### src/rtl/core/assert_macros.svh
// Assertion helpers for the RTL.
`ifndef ASSERT_MACROS_SVH
`define ASSERT_MACROS_SVH
`ifndef NO_ASSERTIONS
`define ASSERT_CLK(label, prop, msg) \
  label: assert property (@(posedge clk) disable iff (!rst_n) (prop)) else $error(msg);
`define ASSERT_NEVER(label, cond, msg) \
  label: assert property (@(posedge clk) disable iff (!rst_n) !(cond)) else $error(msg);
`else
`define ASSERT_CLK(label, prop, msg)
`define ASSERT_NEVER(label, cond, msg)
`endif
`endif

### src/rtl/core/ppal_pkg.sv
`default_nettype none
package ppal_pkg;
  localparam int CW = 20;
  localparam int LW = 32;

  typedef struct packed {
    logic signed [CW-1:0] point_x;
    logic signed [CW-1:0] point_y;
    logic signed [CW-1:0] point_z;
    logic [LW-1:0]        target_length;
    logic                 last_point;
  } in_item_t;

  typedef struct packed {
    logic signed [CW-1:0] result_x;
    logic signed [CW-1:0] result_y;
    logic signed [CW-1:0] result_z;
    logic                 reached_end;
  } out_item_t;

  // Commands from the controller to the datapath.
  typedef struct packed {
    logic load;      // capture the input beat and start the segment length
    logic sqrt_step; // one square root iteration
    logic seg_done;  // decide on this segment and update the running length
    logic div_start; // load the divider for axis div_axis
    logic div_step;  // one restoring division step
    logic div_end;   // write the quotient of the current axis
    logic [1:0] div_axis;
    logic finish;    // move the current point to the previous one and close the beat
  } ppal_cmd_t;

  typedef struct packed {
    logic first;     // the captured point opens a path
    logic hit;       // this segment needs the interpolation
    logic sqrt_last;
    logic div_last;
  } ppal_sts_t;
endpackage
`default_nettype wire

### src/rtl/core/ppal_ctrl.sv
`default_nettype none
`include "assert_macros.svh"
module ppal_ctrl (
  input  wire                  clk,
  input  wire                  rst_n,
  input  wire                  in_valid,
  output logic                 in_ready,
  input  wire                  in_last,
  output logic                 out_valid,
  input  wire                  out_ready,
  input  ppal_pkg::ppal_sts_t  sts,
  output ppal_pkg::ppal_cmd_t  cmd
);
  import ppal_pkg::*;

  typedef enum logic [7:0] {
    S_IDLE  = 8'b0000_0001,
    S_SQRT  = 8'b0000_0010,
    S_SEG   = 8'b0000_0100,
    S_DLOAD = 8'b0000_1000,
    S_DIV   = 8'b0001_0000,
    S_DEND  = 8'b0010_0000,
    S_FIN   = 8'b0100_0000,
    S_OUT   = 8'b1000_0000
  } state_t;

  state_t state_r, state_nxt;
  logic [1:0] axis_r, axis_nxt;
  logic last_r;

  assign in_ready  = (state_r == S_IDLE);
  assign out_valid = (state_r == S_OUT);

  always_comb begin
    state_nxt = state_r;
    axis_nxt  = axis_r;
    cmd       = '0;
    cmd.div_axis = axis_r;
    unique case (state_r)
      S_IDLE: begin
        if (in_valid) begin
          cmd.load  = 1'b1;
          state_nxt = S_SQRT;
        end
      end
      S_SQRT: begin
        cmd.sqrt_step = 1'b1;
        if (sts.sqrt_last) state_nxt = sts.first ? S_FIN : S_SEG;
      end
      S_SEG: begin
        cmd.seg_done = 1'b1;
        state_nxt = S_DLOAD;
        axis_nxt  = 2'd0;
      end
      S_DLOAD: begin
        if (sts.hit) begin
          cmd.div_start = 1'b1;
          state_nxt = S_DIV;
        end else begin
          state_nxt = S_FIN;
        end
      end
      S_DIV: begin
        cmd.div_step = 1'b1;
        if (sts.div_last) state_nxt = S_DEND;
      end
      S_DEND: begin
        cmd.div_end = 1'b1;
        if (axis_r == 2'd2) begin
          state_nxt = S_FIN;
        end else begin
          axis_nxt  = axis_r + 2'd1;
          state_nxt = S_DLOAD;
        end
      end
      S_FIN: begin
        state_nxt = last_r ? S_OUT : S_IDLE;
        if (!last_r) cmd.finish = 1'b1;
      end
      S_OUT: begin
        if (out_ready) begin
          cmd.finish = 1'b1;
          state_nxt  = S_IDLE;
        end
      end
      default: state_nxt = S_IDLE;
    endcase
  end

  always_ff @(posedge clk) begin
    if (!rst_n) begin
      state_r <= S_IDLE;
      axis_r  <= 2'd0;
      last_r  <= 1'b0;
    end else begin
      state_r <= state_nxt;
      axis_r  <= axis_nxt;
      if (cmd.load) last_r <= in_last;
    end
  end

  `ASSERT_NEVER(a_rdy_out, in_ready && out_valid, "ready while result pending")
  `ASSERT_CLK(a_onehot, $onehot(state_r), "state not one-hot")
  `ASSERT_CLK(a_axis, (axis_r != 2'd3), "axis out of range")
endmodule
`default_nettype wire

### config.mk
export PLATFORM = sky130hd
export DESIGN_NAME = ppal_ctrl
export DESIGN_NICKNAME = d
export VERILOG_FILES = /design/src/rtl/core/ppal_pkg.sv /design/src/rtl/core/ppal_ctrl.sv
export VERILOG_INCLUDE_DIRS = /design/src /design/src/rtl/core
export SDC_FILE = /design/constraint.sdc
export NUM_CORES = 1
export LEC_CHECK = 0
export BUFFER_PORTS_ARGS = -buffer_cell sky130_fd_sc_hd__buf_2
export CAP_MARGIN = 10
export CELL_PAD_IN_SITES_DETAIL_PLACEMENT = 0
export CELL_PAD_IN_SITES_GLOBAL_PLACEMENT = 1
export CORE_MARGIN = 2
export CORE_UTILIZATION = 38
export DETAILED_ROUTE_END_ITERATION = 8
export GPL_ROUTABILITY_DRIVEN = 0
export GPL_TIMING_DRIVEN = 0
export PLACE_DENSITY = 0.8
export SLEW_MARGIN = 20
export SYNTH_ARGS = -nofsm -noshare
export SYNTH_HDL_FRONTEND = slang
export SYNTH_SLANG_ARGS = --single-unit
### constraint.sdc
create_clock -name clk -period 4.7 [get_ports clk]
set_input_delay 0.94 -clock clk [delete_from_list [all_inputs] [get_ports clk]]
set_output_delay 0.94 -clock clk [all_outputs]
set_load 0.02 [all_outputs]
==> flow_metrics.py, run 1 <==
metrics = {
    "synthesis": {
        "netlist-cell-type-count": 33,
        "yosysSeqAreaShare": 0.317,
        "synthXorXnorAreaFrac": 0.0252,
        "syn_avg_cell_area_um2": 7.89,
        "syn_area_um2": 694,
        "synth_ff_type": "dfxtp_1",
        "synth_warnings": 0,
        "synth.ff_latch_count": 11,
        "synthAdderAreaFrac": 0.0180,
        "synth_edf_count": 0,
        "syn-instance-count": 88,
        "synthMuxAreaShare": 0.0162,
        "async_flop_share": 0,
        "synth_top_family_by_area": "simple AND/OR/NAND/NOR gates",
        "synth_nets": 98,
        "synth_compound_area_frac": 0.169,
        "yosys.area_share.simple": 0.377,
    },
    "detailed_routing": {
        "met3_length_um": 63,
        "vias": 702,
        "maxUsedRoutingLayer": "met4",
        "wl_met1_um": 794,
        "drc_errors": 0,
        "ant_nets": 0,
        "viasPerCell": 5.16,
        "wl_um": 1520,
        "dr_wl_met2_um": 640,
        "drt_iter0_markers": 10,
        "firstDrtPassIters": 3,
        "wire_per_inst_um": 11.2,
    },
    "grt": {
        "grt_use_total": 0.165,
        "grt_pass1_wl_um": 2550,
        "grt_max_degree": 11,
        "grt_overflow": 0,
        "antenna_found_initial": 0,
        "grt_pass1_vias": 577,
    },
    "sta": {
        "rsz0062_at_grt": "no",
        "hold_violations": 0,
        "max_freq_mhz": 338,
        "tightestPinTransition_ns": 0.448,
        "setup_tns_ns": 0,
        "setup_slack_ns": 1.75,
        "drv_slew": 0,
        "fin_crit_ns": 2.95,
        "setup_viol": 0,
        "fin_hold_ws_ns": 0.479,
        "slew_headroom": 0.699,
        "period_share": 0.629,
        "finalClockSkew_ns": 0.00306,
    },
    "clock_tree": {
        "cts_resized": 0,
        "cts_setup_buffers": 0,
        "cts.sinks": 11,
        "clock_tree.buffer_depth": 2,
        "htree_levels": 1,
        "cts_tree": "yes",
        "worstSkewPairLatency_ns": 0.27,
        "numCtsBuffers": 3,
        "root_buffer": "clkbuf_4",
        "cts.clk_slew.worst_paths_ns": 0.07,
        "hold_buffers": 0,
    },
    "die": {
        "fp.dieH_um": 46.8,
        "core_um2": 1730,
        "initial_core_util": 0.402,
        "dieArea_um2": 2190,
        "io_pins": 20,
        "rows": 15,
        "die_x_um": 46.8,
    },
    "worst_setup_path": {
        "cp-start-kind": "register",
        "critPathKind": "register to primary output",
        "startpoint": "state_r[5]",
        "r2r_slack_ns": 2.68,
        "cp.required_ns": 3.76,
        "endpoint_kind": "primary output",
        "endpoint": "cmd[8]",
        "crit_arrival_ns": 2.01,
        "rr_endpoint": "state_r[0]",
        "crit_fanout": 10,
        "reg2regPathDepth": 7,
        "rr_startpoint": "state_r[5]",
    },
    "cells_and_area": {
        "multiInputGateArea_um2": 420,
        "drive_gt1_frac": 0.243,
        "fillers": 189,
        "final_area_um2": 847,
        "syn_to_final_growth_pct": 22.0,
        "final_cell_mix": "buf_2, dfxtp_1, nand2_1",
        "antenna_cells": 0,
        "utilization": 0.491,
        "layout_commonest_cell": "buf_2",
        "layoutNonFillerInstCount": 136,
        "nets": 122,
        "ff_latch_area_um2": 220,
    },
    "pwr": {
        "power_density_nw_per_um2": 255,
        "power_mw": 0.216,
        "ir_drop_mv": 0.155,
        "p_leak_nw": 0.400,
    },
    "placed_design": {
        "post-place-cells": 132,
        "port-buffer-count": 19,
        "dpl_cell_area_um2": 821,
        "dp_hpwl_um": 1190,
        "post-place-ws_ns": 2.05,
    },
    "hold_path": {
        "hp-class": "register to register",
    },
    "run": {
        "maxCapViolations": 0,
    },
    "outcome": {
        "outcome": "complete, no violations",
    },
}
## how the worst min path moves through the flow
stage / start / end / cells after the start
after floorplan: last_r / last_r / 2
after global placement: last_r / last_r / 2
after CTS: last_r / last_r / 2
final: last_r / last_r / 2
after detailed placement: last_r / last_r / 2
after global routing: last_r / last_r / 2
## metal layers
metal | global-route usage | vias up
li1 | - | 367
met1 | 0.224 | 317
met2 | 0.250 | 14
met3 | 0.0346 | 4
met4 | 0.0833 | 0
met5 | 0 | -
## cell usage after synthesis (2+ instances only)
master    number  area share
nand2_1        7       0.038
nor4_1         2       0.018
clkbuf_1       4       0.022
or4_4          2       0.032
and3_1         3       0.027
nor2_1         6       0.032
o21ai_0        3       0.022
and2_1         3       0.027
nor4b_1        2       0.025
inv_1          6       0.032
xor2_1         2       0.025
or4_1          2       0.022
dfxtp_1       11        0.32
nand3_1        3       0.022
nor3_1         4       0.029
a21boi_0       4       0.043
and4_1         2       0.025
nand2b_1       3       0.027
o22ai_1        2       0.018
a21oi_1        4       0.029
## flip-flops by register name, indices dropped and copies added (netlist names)
register,flops
state_r,8
axis_r,2
last_r,1
## logic make-up (layout without fill, tap and decap cells)
group | after synthesis | in the layout
multiplexers | 1 | 1
XOR/XNOR | 2 | 2
adder cells (fa/ha/maj) | 1 | 1
flip-flops | 11 | 11
buffers and inverters | 12 | 35
AO/OA/AOI/OAI | 18 | 18
AND/OR/NAND/NOR | 43 | 43
## power breakdown
part	switching [mW]	internal [mW]	leakage (nW)	total, mW
sequential	0.00235	0.0968	0.0892	0.0991
combinational	0.0306	0.0217	0.296	0.0523
clock	0.0316	0.0328	0.0150	0.0645
total	0.0646	0.151	0.400	0.216
## final cells by class
| cell class | count | area share |
|---|---|---|
| multi-input cells | 65 | 0.496 |
| flip-flops and latches | 11 | 0.260 |
| repair buffers | 19 | 0.112 |
| well taps | 25 | 0.0369 |
| inverters | 7 | 0.0325 |
| clock buffers | 4 | 0.0310 |
| plain buffers | 5 | 0.0310 |
## critical path: stages (launching register included)
cell and delay [ns]:
dfxtp_1 0.31, buf_6 0.13, or4_4 0.51, nor4_1 0.42, nand2_1 0.15, inv_1 0.07
buf_2 0.15
(Power assumes the default switching activity.)
==> run 2, diff against run 1 <==
--- a/config.mk
+++ b/config.mk
@@ -6,16 +6,17 @@
 export SDC_FILE = /design/constraint.sdc
 export NUM_CORES = 1
 export LEC_CHECK = 0
+export ABC_AREA = 1
 export BUFFER_PORTS_ARGS = -buffer_cell sky130_fd_sc_hd__buf_2
 export CAP_MARGIN = 10
 export CELL_PAD_IN_SITES_DETAIL_PLACEMENT = 0
 export CELL_PAD_IN_SITES_GLOBAL_PLACEMENT = 1
 export CORE_MARGIN = 2
-export CORE_UTILIZATION = 38
+export CORE_UTILIZATION = 31
 export DETAILED_ROUTE_END_ITERATION = 8
 export GPL_ROUTABILITY_DRIVEN = 0
 export GPL_TIMING_DRIVEN = 0
-export PLACE_DENSITY = 0.8
+export PLACE_DENSITY = 0.72
 export SLEW_MARGIN = 20
 export SYNTH_ARGS = -nofsm -noshare
 export SYNTH_HDL_FRONTEND = slang
==> constraint.sdc (replaced) <==
create_clock -name clk -period 2.4 [get_ports clk]
set_input_delay 0.48 -clock clk [delete_from_list [all_inputs] [get_ports clk]]
set_output_delay 0.48 -clock clk [all_outputs]
set_load 0.02 [all_outputs]
==> run 2 against run 1 <==
- die area up 25%
- power rose to 2.9 times the previous value
- clock power rose by 110%
- flip-flop and latch count unchanged
- critical path depth up 1
- via count increased by 2.4%
- synthesized cell count increased by 26%
- sequential power rose by 120%
- area after synthesis increased by 4.0%
- cell count up 19%
- largest cell class unchanged
- highest routed layer unchanged
==> flow_metrics.py, run 2 <==
metrics = {
    "outcome": {
        "outcome": "complete, no violations",
    },
    "hold_path": {
        "hp-class": "input port to register",
        "worstHoldPathCells": 2,
    },
    "synthesis": {
        "syn-instance-count": 111,
        "async_flop_share": 0,
        "yosysTopAreaCell": "dfxtp_1",
        "synth_edf_count": 0,
        "synth.ff_latch_count": 11,
        "syn_area_um2": 722,
        "synth_warnings": 0,
        "netlist-cell-type-count": 22,
        "synth_most_common_cell": "nand2_1",
        "syn_avg_cell_area_um2": 6.50,
        "synth_area_leaders": "dfxtp_1, nand2_1, nor2_1, inv_1, nand2_2",
        "synth_top_area_frac": 0.305,
        "synth_nets": 121,
        "ys_top_cells_by_count": "nand2_1, nor2_1, inv_1",
        "yosysSeqAreaShare": 0.305,
        "synth_ff_type": "dfxtp_1",
    },
    "sta": {
        "setup_viol": 0,
        "hold_violations": 0,
        "drv_slew": 0,
        "tightestPinTransition_ns": 0.238,
        "period_share": 0.802,
        "rsz0062_at_grt": "no",
        "fin_crit_ns": 1.93,
        "setup_slack_ns": 0.475,
        "max_freq_mhz": 519,
        "finalClockSkew_ns": 0.00789,
        "slew_headroom": 0.841,
        "setup_tns_ns": 0,
    },
    "cells_and_area": {
        "layout_commonest_cell": "nand2_1",
        "drive_gt1_frac": 0.336,
        "largest_reg_flops": 8,
        "fillers": 254,
        "utilization": 0.397,
        "final_cell_mix": "nand2_1, buf_2, nor2_1",
        "reg_top3": "state_r: 8 flops, axis_r: 2 flops, last_r: 1 flops",
        "regMostFlops": "state_r",
        "nets": 145,
        "antenna_cells": 0,
        "layoutNonFillerInstCount": 162,
        "syn_to_final_growth_pct": 21.7,
        "final_area_um2": 878,
    },
    "worst_setup_path": {
        "worstPathBufferInverterCount": 2,
        "crit_arrival_ns": 1.45,
        "cp_num_cells": 7,
        "endpoint_kind": "primary output",
        "crit_fanout": 6,
        "r2r_slack_ns": 1.14,
        "critPathKind": "register to primary output",
        "critPathSlowestCell": "dfxtp_1",
        "cp.required_ns": 1.92,
        "crit_chain": "inv_2, nand2_2, nor2_4, and2b_1, nand2_1, o21ai_0, buf_2",
        "cp_top_family": "simple AND/OR/NAND/NOR gates",
        "reg2regPathDepth": 8,
        "cp-start-kind": "register",
        "critical_path.max_stage_delay_ns": 0.33,
    },
    "placed_design": {
        "port-buffer-count": 19,
        "post-place-cells": 158,
        "post-place-ws_ns": 0.764,
        "dpl_cell_area_um2": 852,
        "dp_hpwl_um": 1340,
    },
    "grt": {
        "grtUsageMet3": 0.0286,
        "grt_util_met2": 0.209,
        "grt_pass1_vias": 638,
        "grtUsageMet1": 0.168,
        "grt_use_total": 0.132,
        "grt_pass1_wl_um": 2650,
        "grt_max_degree": 8,
        "grt_overflow": 0,
        "antenna_found_initial": 0,
        "grt-busiest-layer": "met2",
    },
    "pwr": {
        "ir_drop_mv": 0.317,
        "p_leak_nw": 0.489,
        "power_density_nw_per_um2": 711,
    },
    "die": {
        "die_x_um": 52.3,
        "rows": 17,
        "core_um2": 2210,
        "fp.dieH_um": 52.3,
        "dieArea_um2": 2730,
        "initial_core_util": 0.326,
        "io_pins": 20,
    },
    "detailed_routing": {
        "wl_um": 1570,
        "viasPerCell": 4.44,
        "wire_per_inst_um": 9.70,
        "drt_iter0_markers": 9,
        "drc_errors": 0,
        "ant_nets": 0,
        "vias": 719,
        "firstDrtPassIters": 4,
    },
    "clock_tree": {
        "cts_resized": 0,
        "numCtsBuffers": 3,
        "clock_tree.buffer_depth": 2,
        "worstSkewPairLatency_ns": 0.28,
        "cts_setup_buffers": 0,
        "hold_buffers": 0,
        "cts_tree": "yes",
        "cts.sinks": 11,
        "cts.clk_slew.worst_paths_ns": 0.08,
        "root_buffer": "clkbuf_4",
        "htree_levels": 1,
    },
    "run": {
        "maxCapViolations": 0,
    },
}
[run 2: final cells by class]
cell class	instances	area (µm²)	share of cell area
timing repair buffer	19	95.1	0.108
clock buffer	4	26.3	0.0299
sequential	11	220	0.251
multi-input combinational	77	415	0.473
tap	28	35.0	0.0399
inverter	23	86.3	0.0983
[run 2: power breakdown]
part / switching (mW) / leakage [nW] / internal (mW)
sequential: 0.0147 / 0.0894 / 0.204
clock: 0.0692 / 0.0150 / 0.0644
combinational: 0.183 / 0.385 / 0.0898
[run 2: cells by family after synthesis]
logic type / Yosys count / synth area share
simple gates: 66 / 0.487
buf+inv: 23 / 0.120
flops: 11 / 0.305
compound gates: 10 / 0.0710
fa+ha+maj: 1 / 0.0173
[run 2: worst paths after layout]
kind | from | to
hold / removal | rst_n | state_r[0]
hold reg to reg | axis_r[1] | axis_r[1]
setup / recovery | state_r[1] | cmd[0]
setup reg to reg | state_r[1] | state_r[6]
[run 2: metal layers]
layer	vias to the layer above	share of wire
met3	4	0.053
met2	16	0.44
met1	314	0.50
met5	-	0
met4	0	0.0095
li1	385	-
[run 2: stage by stage]
step | power [mW] | hold slack [ns]
finish | 0.625 | 0.446
global route | 0.673 | 0.448
CTS | 0.632 | 0.439
detailed placement | 0.497 | 0.481
global placement | 0.495 | 0.471
floorplan | 0.432 | 0.449
[run 2: worst register-to-register path: cells and delay by family (launching register included)]
family	cells	cell delay, ns
AO/OA/AOI/OAI	1	0.07
flip-flops	1	0.33
buffers and inverters	1	0.07
AND/OR/NAND/NOR	6	0.67
==> run 3, diff against run 2 <==
--- a/config.mk
+++ b/config.mk
@@ -12,11 +12,11 @@
 export CELL_PAD_IN_SITES_DETAIL_PLACEMENT = 0
 export CELL_PAD_IN_SITES_GLOBAL_PLACEMENT = 1
 export CORE_MARGIN = 2
-export CORE_UTILIZATION = 31
+export CORE_UTILIZATION = 34
 export DETAILED_ROUTE_END_ITERATION = 8
 export GPL_ROUTABILITY_DRIVEN = 0
 export GPL_TIMING_DRIVEN = 0
-export PLACE_DENSITY = 0.72
+export PLACE_DENSITY = 0.75
 export SLEW_MARGIN = 20
 export SYNTH_ARGS = -nofsm -noshare
 export SYNTH_HDL_FRONTEND = slang
==> constraint.sdc (replaced) <==
create_clock -name clk -period 1.99 [get_ports clk]
set_input_delay 0.398 -clock clk [delete_from_list [all_inputs] [get_ports clk]]
set_output_delay 0.398 -clock clk [all_outputs]
set_load 0.02 [all_outputs]
==> run 3 against run 2 <==
- sequential share of layout area down 0.071 points
- critical path depth is the same
- register-to-register slack worse by 0.40 ns
- non-clock buffer count stayed put
- clock-buffer cell count decreased by 1
- critical path type unchanged
- largest power group unchanged
- highest routed layer is now met3
==> flow_metrics.py, run 3 (synthesized netlist as in run 2, its figures left out) <==
metrics = {
    "outcome": {
        "outcome": "complete, no violations",
    },
    "detailed_routing": {
        "drt_iter0_markers": 16,
        "vias": 707,
        "drc_errors": 0,
        "firstDrtPassIters": 4,
        "viasPerCell": 4.39,
        "ant_nets": 0,
        "wl_um": 1520,
        "wire_per_inst_um": 9.43,
    },
    "worst_setup_path": {
        "crit_fanout": 6,
        "critPathSlowestCell": "dfxtp_1",
        "cp_top_family": "simple AND/OR/NAND/NOR gates",
        "worstPathBufferInverterCount": 2,
        "critPathKind": "register to primary output",
        "cp-start-kind": "register",
        "cp.required_ns": 1.59,
        "crit_chain": "inv_2, nand2_2, nor2_4, and2b_1, nand2_1, o21ai_0, buf_2",
        "crit_arrival_ns": 1.44,
        "cp_num_cells": 7,
        "reg2regPathDepth": 10,
        "endpoint_kind": "primary output",
        "critical_path.max_stage_delay_ns": 0.32,
    },
    "cells_and_area": {
        "largest_reg_flops": 8,
        "drive_gt1_frac": 0.351,
        "fillers": 219,
        "reg_top3": "state_r: 8 flops, axis_r: 2 flops, last_r: 1 flops",
        "antenna_cells": 0,
        "ff_latch_area_um2": 220,
        "nets": 145,
        "regMostFlops": "state_r",
        "syn_to_final_growth_pct": 22.0,
        "utilization": 0.444,
        "multiInputGateArea_um2": 418,
        "final_cell_mix": "nand2_1, buf_2, inv_1, nor2_1, dfxtp_1",
        "layout_commonest_cell": "nand2_1",
    },
    "sta": {
        "setup_slack_ns": 0.152,
        "drv_slew": 0,
        "setup_tns_ns": 0,
        "tightestPinTransition_ns": 0.224,
        "hold_violations": 0,
        "period_share": 0.924,
        "fin_crit_ns": 1.84,
        "finalClockSkew_ns": 0.00712,
        "max_freq_mhz": 544,
        "rsz0062_at_grt": "no",
        "setup_viol": 0,
        "slew_headroom": 0.850,
    },
    "grt": {
        "grt_overflow": 0,
        "grt_pass1_wl_um": 2550,
        "grt_use_total": 0.132,
        "grt_max_degree": 8,
        "grt_pass1_vias": 624,
        "antenna_found_initial": 0,
    },
    "pwr": {
        "pwr-share-comb": 0.438,
        "ir_drop_mv": 0.416,
        "pwr-share-seq": 0.350,
        "switching_share": 0.428,
        "switchingPower_mw": 0.321,
        "internal_power_mw": 0.429,
        "p_leak_nw": 0.493,
        "power_density_nw_per_um2": 851,
        "clkPwrFrac": 0.211,
    },
    "clock_tree": {
        "htree_levels": 1,
        "cts_setup_buffers": 0,
        "root_buffer": "clkbuf_4",
        "cts.sinks": 11,
        "cts.clk_slew.worst_paths_ns": 0.08,
        "cts_resized": 0,
        "worstSkewPairLatency_ns": 0.28,
        "clock_tree.buffer_depth": 2,
        "cts_tree": "yes",
        "hold_buffers": 0,
        "numCtsBuffers": 3,
    },
    "die": {
        "initial_core_util": 0.364,
        "die_x_um": 50.1,
        "fp.dieH_um": 50.1,
        "io_pins": 20,
        "rows": 16,
        "dieArea_um2": 2510,
        "core_um2": 1980,
    },
    "placed_design": {
        "dp_hpwl_um": 1270,
        "port-buffer-count": 19,
        "post-place-ws_ns": 0.454,
    },
    "hold_path": {
        "worstHoldPathCells": 3,
        "hp-class": "input port to register",
    },
    "run": {
        "maxCapViolations": 0,
    },
}
==> run 3: cell count changes in the layout (fill, tap and decap cells not counted), sizes merged <==
cell | previous run | this run
clkinv | 0 | 1
clkbuf | 4 | 3
==> run 3: worst register-to-register path, stage by stage (launching register included) <==
cell and delay (ns):
dfxtp_1 0.33, inv_1 0.10, nand2_4 0.07, nor2_8 0.15, nand2_1 0.12, nand2_1 0.08
nor2_1 0.04, nand2_2 0.07, nand2_1 0.05, nand2_1 0.05, nand3_1 0.06
==> run 3: layer usage <==
| layer | routed length, µm | part of all wire | vias to the layer above | GRT usage |
|---|---|---|---|---|
| li1 | - | - | 386 | - |
| met1 | 732 | 0.48 | 304 | 0.170 |
| met2 | 683 | 0.45 | 17 | 0.208 |
| met3 | 102 | 0.067 | 0 | 0.0576 |
| met4 | 0 | 0 | 0 | 0.0139 |
| met5 | 0 | 0 | - | 0 |
==> run 3: power by group through the flow <==
stage	sequential (mW)	clock, mW	combinational (mW)
global placement	0.268	0	0.329
global route	0.265	0.174	0.369
floorplan	0.265	0	0.257
detailed placement	0.268	0	0.333
finish	0.263	0.158	0.329
CTS	0.263	0.165	0.335
==> run 3: layout make-up <==
| type | count | share of cell area |
|---|---|---|
| inverter | 23 | 0.0980 |
| multi-input combinational | 77 | 0.474 |
| timing repair buffer | 19 | 0.108 |
| clock inverter | 1 | 0.00568 |
| clock buffer | 3 | 0.0256 |
| tap | 27 | 0.0384 |
| sequential | 11 | 0.250 |
==> run 3: path summary, 6_finish.rpt <==
kind	start	to	slack [ns]
worst max-delay path	state_r[2]	cmd[0]	0.15
worst min-delay path	in_last	last_r	0.36
worst max register to register	state_r[4]	state_r[0]	0.74
worst min register to register	axis_r[1]	axis_r[1]	0.49
==> run 3: stage by stage <==
step	total power, mW	hold WS (ns)	std cells	cell area, µm²
6_report	0.750	0.364	161	881
3_5_place_dp	0.601	0.470	157	851
2_1_floorplan	0.522	0.449	111	722
5_1_grt	0.809	0.376	161	881
4_1_cts	0.763	0.367	161	878
3_3_place_gp	0.597	0.469	157	851
